--- config.mk ---
export PLATFORM = sky130hd
export DESIGN_NAME = permutation_combination_count_unit
export DESIGN_NICKNAME = d
export VERILOG_FILES = /design/src/pcc_pkg.sv /design/src/permutation_combination_count_unit.sv
export SDC_FILE = /design/constraint.sdc
export NUM_CORES = 2
export LEC_CHECK = 0
export BUFFER_PORTS_ARGS = -buffer_cell sky130_fd_sc_hd__buf_2
export CORE_ASPECT_RATIO = 0.8
export CORE_MARGIN = 2
export CORE_UTILIZATION = 55
export CTS_CLUSTER_DIAMETER = 100
export CTS_CLUSTER_SIZE = 16
export DETAILED_ROUTE_END_ITERATION = 10
export HOLD_SLACK_MARGIN = 0.15
export MAX_ROUTING_LAYER = met4
export PLACE_DENSITY_LB_ADDON = 0.12
export SETUP_SLACK_MARGIN = 0.5
export SYNTH_ARGS = -nofsm -noshare
export SYNTH_HDL_FRONTEND = slang
export SYNTH_SLANG_ARGS = --single-unit
--- constraint.sdc ---
create_clock -name clk -period 13.02 [get_ports clk]
set_clock_uncertainty 0.2 [all_clocks]
set_input_delay 1.953 -clock clk [delete_from_list [all_inputs] [get_ports clk]]
set_output_delay 1.953 -clock clk [all_outputs]
set_load 0.05 [all_outputs]
--- src/pcc_pkg.sv ---
// ----------------------------------------------------------------------------
// pcc_pkg
// Shared types, constants and elaboration-time helpers for the permutation
// and combination counter.
// ----------------------------------------------------------------------------
package pcc_pkg;

  localparam int DEFAULT_RESULT_BITS = 64;

  typedef enum logic [1:0] {
    ST_OK             = 2'd0,
    ST_OVERFLOW       = 2'd1,
    ST_SUBSET_TOO_BIG = 2'd2
  } status_t;

  // Largest n whose factorial still fits in the given number of bits.
  function automatic int fact_limit(input int bits);
    logic [127:0] lim;
    logic [127:0] f;
    int           res;
    lim = (128'd1 << bits) - 128'd1;
    f   = 128'd1;
    res = 0;
    for (int i = 1; i <= 25; i++) begin
      f = f * 128'(i);
      if (f <= lim) begin
        res = i;
      end
    end
    return res;
  endfunction

endpackage

--- src/permutation_combination_count_unit.sv ---
// ----------------------------------------------------------------------------
// permutation_combination_count_unit
// Counts ordered (n!/(n-k)!) or unordered (n!/((n-k)!k!)) selections of k
// elements out of n with one shared multiplier and a radix-2 divider.
//
// The slave side takes one transfer per request: s_tdata carries n and k,
// s_tuser carries the mode. The master side returns one transfer per request
// with the count in m_tdata and the status in m_tuser.
// A request with k greater than n, or with n! wider than RESULT_BITS bits,
// is answered with a zero count and an error status, skipping the multiply
// steps. Otherwise a permutation takes k multiply steps; a combination adds
// k multiply steps for k! and RESULT_BITS restoring division steps. s_tready
// returns as the result is loaded, so the unit accepts no new request until
// the result of the last one has moved into the output register.
// The result sits in an output register; a stalled receiver holds it while
// the next request is accepted and computed, and that request waits at its
// final step until the register is free.
// Reset is synchronous and returns the unit to idle with no result pending.
// ----------------------------------------------------------------------------
module permutation_combination_count_unit #(
  parameter int RESULT_BITS = pcc_pkg::DEFAULT_RESULT_BITS
) (
  input  logic        clk,
  input  logic        rst,
  input  logic        s_tvalid,
  output logic        s_tready,
  input  logic [15:0] s_tdata,   // [7:0] set_size, [15:8] subset_size
  input  logic [0:0]  s_tuser,   // [0] op
  output logic        m_tvalid,
  input  logic        m_tready,
  output logic [63:0] m_tdata,   // [63:0] count
  output logic [1:0]  m_tuser    // [1:0] status
);

  localparam int         CNT_W = $clog2(RESULT_BITS);
  localparam logic [7:0] N_MAX = 8'(pcc_pkg::fact_limit(RESULT_BITS));

  typedef enum logic [2:0] {
    S_IDLE,
    S_PROD,
    S_FACT,
    S_DIV,
    S_OUT
  } state_t;

  state_t                 state;
  logic                   mode;
  logic [7:0]             k_r;
  logic [7:0]             factor;
  logic [7:0]             left;
  logic [RESULT_BITS-1:0] acc;
  logic [RESULT_BITS-1:0] fk;
  logic [RESULT_BITS-1:0] rem;
  logic [RESULT_BITS-1:0] quo;
  logic [CNT_W-1:0]       cnt;
  pcc_pkg::status_t       stat;

  logic [7:0]             in_n;
  logic [7:0]             in_k;
  logic [RESULT_BITS-1:0] mul_a;
  logic [RESULT_BITS+7:0] product;
  logic [RESULT_BITS:0]   shifted;
  logic                   fits;
  logic [RESULT_BITS-1:0] rem_next;
  logic [RESULT_BITS-1:0] quo_next;

  assign in_n     = s_tdata[7:0];
  assign in_k     = s_tdata[15:8];
  assign s_tready = (state == S_IDLE);

  always_comb begin
    mul_a   = (state == S_FACT) ? fk : acc;
    product = (RESULT_BITS + 8)'(mul_a) * (RESULT_BITS + 8)'(factor);
    shifted = {rem, quo[RESULT_BITS-1]};
    fits    = (shifted >= {1'b0, fk});
    if (fits) begin
      rem_next = RESULT_BITS'(shifted - {1'b0, fk});
    end else begin
      rem_next = shifted[RESULT_BITS-1:0];
    end
    quo_next = {quo[RESULT_BITS-2:0], fits};
  end

  always_ff @(posedge clk) begin
    if (rst) begin
      state    <= S_IDLE;
      m_tvalid <= 1'b0;
    end else begin
      if (m_tvalid && m_tready && (state != S_OUT)) begin
        m_tvalid <= 1'b0;
      end
      case (state)
        S_IDLE: begin
          if (s_tvalid) begin
            mode   <= s_tuser[0];
            k_r    <= in_k;
            factor <= in_n;
            left   <= in_k;
            if (in_k > in_n) begin
              stat  <= pcc_pkg::ST_SUBSET_TOO_BIG;
              acc   <= '0;
              state <= S_OUT;
            end else if (in_n > N_MAX) begin
              stat  <= pcc_pkg::ST_OVERFLOW;
              acc   <= '0;
              state <= S_OUT;
            end else begin
              stat  <= pcc_pkg::ST_OK;
              acc   <= RESULT_BITS'(1);
              state <= S_PROD;
            end
          end
        end
        S_PROD: begin
          if (left == 8'd0) begin
            if (mode) begin
              fk     <= RESULT_BITS'(1);
              factor <= k_r;
              left   <= k_r;
              state  <= S_FACT;
            end else begin
              state <= S_OUT;
            end
          end else begin
            acc    <= product[RESULT_BITS-1:0];
            factor <= factor - 8'd1;
            left   <= left - 8'd1;
          end
        end
        S_FACT: begin
          if (left == 8'd0) begin
            rem   <= '0;
            quo   <= acc;
            cnt   <= CNT_W'(RESULT_BITS - 1);
            state <= S_DIV;
          end else begin
            fk     <= product[RESULT_BITS-1:0];
            factor <= factor - 8'd1;
            left   <= left - 8'd1;
          end
        end
        S_DIV: begin
          rem <= rem_next;
          quo <= quo_next;
          cnt <= cnt - CNT_W'(1);
          if (cnt == '0) begin
            acc   <= quo_next;
            state <= S_OUT;
          end
        end
        S_OUT: begin
          if (!m_tvalid || m_tready) begin
            m_tvalid <= 1'b1;
            m_tdata  <= 64'(acc);
            m_tuser  <= stat;
            state    <= S_IDLE;
          end
        end
        default: begin
          state <= S_IDLE;
        end
      endcase
    end
  end

endmodule
# ---- Word-level counts from Yosys, hierarchy flattened
# Cells that the tools add are included.
dict set report word_totals {
  latch_bits 0
  output_inout_bits 68
  register_bits 359
  mem_count 0
  in_bits 21
  mem_bits_rw 0
  rom_bits 0
  wordCells 94
}
dict set report classes {
  muxes 39
  eq_ne 14
  bitwise 1
  div_mod_pow 0
  n_addsub 4
  n_lt_le_gt_ge 3
  shifts 0
  reduce_logical 18
  mul 1
}
# cell n
set ops {}
lappend ops {{two-way mux 64 bit} 9}
lappend ops {{case mux 64 bit (2 select lines)} 3}
lappend ops {{case mux 64 bit (3 select lines)} 1}
lappend ops {{>= comparator 65 x 64 -> 1 bit} 1}
lappend ops {{multiplier 64 x 8 -> 64 bit} 1}
lappend ops {{subtractor 64 bit} 1}
lappend ops {{two-way mux 8 bit} 7}
lappend ops {{case mux 8 bit (3 select lines)} 2}
lappend ops {{two-way mux 3 bit} 8}
lappend ops {{AND reduction 5 bit} 4}
lappend ops {{subtractor 8 x 1 -> 8 bit (second input constant)} 2}
lappend ops {{case mux 3 bit (5 select lines)} 1}
lappend ops {{!= test 2 bit (second input constant)} 7}
lappend ops {{case mux 6 bit (2 select lines)} 1}
lappend ops {{AND reduction 3 bit} 3}
lappend ops {{> comparator 8 x 5 -> 1 bit (second input constant)} 1}
lappend ops {{> comparator 8 bit} 1}
lappend ops {{logical NOT 8 bit} 1}
lappend ops {{equality test 3 x 2 -> 1 bit (second input constant)} 2}
lappend ops {{logical NOT 6 bit} 1}
lappend ops {{two-way mux 1 bit} 6}
lappend ops {{two-way mux 6 bit} 1}
lappend ops {{!= test 3 bit (second input constant)} 2}
lappend ops {{nonzero test 3 bit} 2}
lappend ops {{other kinds (10)} 12}

# ---- Longest topological paths before layout
dict set report depth {
  ltp_word 5
  ltp_mapped 28
  depth_no_buf 24
}

# ---- Least setup slack after synthesis
# Ideal clock, no wire load.
dict set report synth_path {
  kind {in2reg}
  startpoint {in rst}
  endpoint {reg cnt[0], enable pin}
  n_path_buf 1
  path_slack_ns 4.462
  required_ns 12.191
  setup_ns 0.629
  arrival_time_ns 7.730
  stages 2
  path_cell_list {clkbuf_1 nor2_1}
}
dict set report synth_via {
  elab_chain_len 2
}
# item line
set synth_lines {}
lappend synth_lines {{from (decl)} permutation_combination_count_unit.sv:24} ;# input logic rst,
lappend synth_lines {{inverter 1 bit (no line)} n/a}
lappend synth_lines {{AND reduction 3 bit (no line)} n/a}
lappend synth_lines {{to (signal assigned)} permutation_combination_count_unit.sv:134} ;# cnt <= CNT_W'(RESULT_BITS - 1);
lappend synth_lines {{to (signal assigned)} permutation_combination_count_unit.sv:145} ;# cnt <= cnt - CNT_W'(1);
lappend synth_lines {{to (decl)} permutation_combination_count_unit.sv:55} ;# logic [CNT_W-1:0] cnt;
# Every way passes these cells.
# A chain may end at the register's enable or synchronous reset.

# ---- Final worst setup path
dict set report layout_path {
  startpoint {reg state[1]}
  endpoint {reg fk[56], data pin}
}
dict set report layout_via {
  elab_chain_len 5
  word_cells_on_any_way 6
  cone_classes {mul: 1; eq/ne: 2; mux: 3}
}
# item line
set layout_lines {}
lappend layout_lines {{from (decl)} permutation_combination_count_unit.sv:46} ;# state_t state;
lappend layout_lines {{from (signal assigned)} permutation_combination_count_unit.sv:86} ;# state <= S_IDLE;
lappend layout_lines {{from (signal assigned)} permutation_combination_count_unit.sv:102} ;# state <= S_OUT;
lappend layout_lines {{from (signal assigned)} permutation_combination_count_unit.sv:106} ;# state <= S_OUT;
lappend layout_lines {{equality test 3 x 2 -> 1 bit} {permutation_combination_count_unit.sv:72, permutation_combination_count_unit.sv:92}}
lappend layout_lines {{two-way mux 64 bit} permutation_combination_count_unit.sv:72} ;# mul_a = (state == S_FACT) ? fk : acc;
lappend layout_lines {{multiplier 64 x 8 -> 64 bit} permutation_combination_count_unit.sv:73} ;# product = (RESULT_BITS + 8)'(mul_a) * (RESULT_BITS + 8)'(factor);
lappend layout_lines {{two-way mux 64 bit} permutation_combination_count_unit.sv:131} ;# if (left == 8'd0) begin
lappend layout_lines {{case mux 64 bit (2 select lines) (*)} permutation_combination_count_unit.sv:92} ;# case (state)
lappend layout_lines {{to (signal assigned)} permutation_combination_count_unit.sv:137} ;# fk <= product[RESULT_BITS-1:0];
lappend layout_lines {{to (decl)} permutation_combination_count_unit.sv:52} ;# logic [RESULT_BITS-1:0] fk;
# Every way passes the cells marked *; elsewhere a longest branch is shown, timed or not. The select of a mux whose other input is x is not followed.

==> run_results.csv <==
group,metric,value,unit
run_status,outcome,"complete, no violations",
setup_path,crit_cells,23,
hold_path,hold_depth,0,
synthesis,synth_cells,3556,
setup_path,rr_startpoint,"state[1]",
global_route,grtUsageTotal,31.0,%
die,die_area,63900,um2
clock_tree,hold_buffers,0,
setup_path,crit_slowest_cell,"nor3_1",
clock_tree,clock_sinks,359,
synthesis,synthesis.nets,4074,
synthesis,syn_area,34000,um2
clock_tree,clockBufferDepth,3,
global_route,grt_first_pass_wirelength,150000,um
drt,drt_first_pass_iters,8,
hold_path,hp-class,"flop to flop",
clock_tree,cts_tree,"yes",
drt,dr_total_vias,25998,
finish,mostFrequentLayoutCells,"inv_1, nand2_1, edfxtp_1, fa_1, nor2_1",
setup_path,reg2reg_depth,23,
power_and_ir_drop,switching_share,48.9,%
global_route,grt_pass1_vias,26431,
setup_path,critPathMaxStageDelay,980,ps
setup_path,r2r_slack,3530,ps
sta,layout_min_cycle_time,9490,ps
sta,tightest_slew,1200,ps
die,die_h,226,um
synthesis,ys_warn_count,0,
setup_path,critPathTopFamily,"adder cells",
die,coreArea,61100,um2
clock_tree,htree_levels,1,
setup_path,cp_common_cell,"fa_1",
synthesis,syn_area_per_cell,9.57,um2
power_and_ir_drop,combPwrFrac,66.3,%
synthesis,synth_edf_count,355,
global_route,grt_start_max_net_pins,74,
flow_run,drv_cap,0,
power_and_ir_drop,power.density,179,nW/um2
clock_tree,post_cts_resized,0,
sta,hold_slack,235,ps
sta,rsz0062_at_grt,"no",
drt,ant_nets,0,
setup_path,crit_required,13140,ps
sta,max_freq,0.105,GHz
drt,drc,0,
global_route,antenna_found_initial,1,
sta,tns,0,ps
power_and_ir_drop,p_leak,0.0154,uW
clock_tree,insertion_delay,600,ps
sta,fin_crit_sh,72.9,%
die,start_util,55.7,%
setup_path,path_cells,"nand2b_1 -> nor2_4 -> buf_4 -> mux2i_1 -> nor2b_1 -> fa_1 -> fa_1 -> fa_1 -> inv_1 -> fa_1 -> inv_1 -> ha_1 -> a21o_1 -> a31o_2 -> a221oi_1 -> o221ai_1 -> nor3_1 -> o211a_1 -> o31ai_1 -> o21a_1 -> a31oi_1 -> xor2_1 -> nor2_1",
placement,place.gp.congestion,0.943,
clock_tree,numCtsBuffers,27,
finish,fin_util,58.8,%
clock_tree,cts_setup_buffers,0,
drt,drt-total-wl,93800,um
power_and_ir_drop,p_sw,3140,uW
sta,drv_slew,0,
setup_path,crit_buf_inv,3,
setup_path,critPathArrivalTime,9610,ps
drt,vias_per_cell,5.94,
finish,layout_commonest_cell,"inv_1",
synthesis,synth_cell_types,71,
setup_path,cp_max_fo,41,
power_and_ir_drop,p_int,3280,uW
setup_path,startpoint,"state[1]",
clock_tree,cts-root-buf,"clkbuf_16",
power_and_ir_drop,pwr-share-clk,12.9,%
finish,fin_nets,4052,
drt,first_iter_violations,2450,
clock_tree,path_clk_slew,80,ps
setup_path,critical_path_class,"flop to flop",
power_and_ir_drop,peakVddDrop,0.121,mV
sta,slew_headroom,19.5,%
setup_path,startpoint_type,"flop",
synthesis,synth-main-ff-cell,"edfxtp_1",
sta,hold_viol,0,
synthesis,ys_seq_area_share,31.6,%
finish,diodes,0,
finish,area_growth,5.54,%
synthesis,ys_seq_elements,359,
die,rows,81,
global_route,grt-ovfl-total,0,
placement,dp_hpwl,68900,um
hold_path,hold_start,"stat[1]",
power_and_ir_drop,seq_power_share,20.9,%
setup_path,critPathCaptureType,"flop",
die,io_pins,89,
drt,drt-wirelength-per-cell,21.4,um
die,die_w,282,um
finish,layout-drive-gt1-share,5.44,%
synthesis,async_flop_share,0,%
placement,portBuffers,88,
sta,finalSetupViolCount,0,
cell families after synthesis:
kind of cell | after synthesis | synth area share, %
muxes | 102 | 3.00
xor gates and xnor gates | 146 | 3.76
DFF | 359 | 31.6
and+or+nand+nor | 1284 | 18.3
adders and majority gates | 497 | 26.0
AOI/OAI and AO/OA | 587 | 10.9
buffers and inverters | 581 | 6.56
cell type report:
type | instances | area [um2]
Clock buffer | 37 | 713
Clock inverter | 5 | 41.3
Fill cell | 5303 | 25200
Inverter | 405 | 1520
Multi-Input combinational cell | 2616 | 21100
Sequential cell | 359 | 10700
Tap cell | 830 | 1040
Timing Repair Buffer | 125 | 718
worst paths after layout:
kind | endpoint
max | fk[56]
min | m_tuser[1]
max reg2reg | fk[56]
min reg2reg | m_tuser[1]
stage by stage:
step / setup slack [ps] / total power [uW] / cells / instance area, um2
floorplan: 4460 / 4520 / 3556 / 34000
global placement: 3880 / 5460 / 4335 / 35200
detailed placement: 3690 / 5510 / 4335 / 35200
CTS: 3650 / 6350 / 4377 / 35900
global route: 3130 / 6950 / 4377 / 35900
finish: 3530 / 6410 / 4377 / 35900
state kept, by name, indices dropped and copies added (netlist names):
| name | count |
|---|---|
| left | 8 |
| state | 3 |
| m_tdata | 64 |
| fk | 64 |
| mode | 1 |
| acc | 64 |
| cnt | 6 |
| factor | 8 |
| k_r | 8 |
| rem | 64 |
| m_tvalid | 1 |
| stat | 2 |
| m_tuser | 2 |
| quo | 64 |
routing by layer:
metal | share of wire, % | global-route usage (%) | vias to the layer above
met5 | 0 | - | -
li1 | - | - | 11712
met1 | 44 | 43.3 | 12958
met4 | 2.3 | 7.12 | 0
met3 | 8.7 | 5.38 | 156
met2 | 45 | 47.6 | 1172
cells in the mapped netlist (12+ instances only):
| library cell | count | share of area [%] |
|---|---|---|
| a211oi_1 | 14 | 0.31 |
| a21o_1 | 64 | 1.4 |
| a21oi_1 | 193 | 2.8 |
| a31oi_1 | 19 | 0.35 |
| and2_1 | 50 | 0.92 |
| and3_1 | 21 | 0.39 |
| buf_2 | 12 | 0.18 |
| clkbuf_1 | 151 | 1.7 |
| edfxtp_1 | 355 | 31 |
| fa_1 | 349 | 21 |
| ha_1 | 148 | 5.4 |
| inv_1 | 404 | 4.5 |
| mux2i_1 | 102 | 3.0 |
| nand2_1 | 379 | 4.2 |
| nand2b_1 | 60 | 1.1 |
| nand3_1 | 34 | 0.50 |
| nand4_1 | 41 | 0.75 |
| nor2_1 | 321 | 3.5 |
| nor2b_1 | 311 | 5.7 |
| nor3_1 | 35 | 0.51 |
| o21a_1 | 17 | 0.38 |
| o21ai_0 | 131 | 1.9 |
| o21bai_1 | 34 | 0.75 |
| xnor2_1 | 97 | 2.5 |
| xor2_1 | 49 | 1.3 |
power by group through the flow:
stage | Clock [uW] | Combinational (uW) | Sequential [uW]
after CTS | 836 | 4180 | 1340
after detailed placement | 0 | 4150 | 1360
final | 826 | 4250 | 1340
after global placement | 0 | 4100 | 1360
after floorplan | 0 | 3130 | 1390
after global routing | 866 | 4740 | 1340
worst register-to-register path, delay by kind of cell, from the launching register on:
kind | cells | cell delay, ps
flip-flops | 1 | 680
multiplexers | 1 | 710
buffers and inverters | 3 | 790
XOR/XNOR | 1 | 220
adder cells (fa/ha/maj) | 5 | 2570
AO/OA/AOI/OAI | 8 | 1890
AND/OR/NAND/NOR | 5 | 2160
Note: power is estimated with default switching activity, not from simulation.
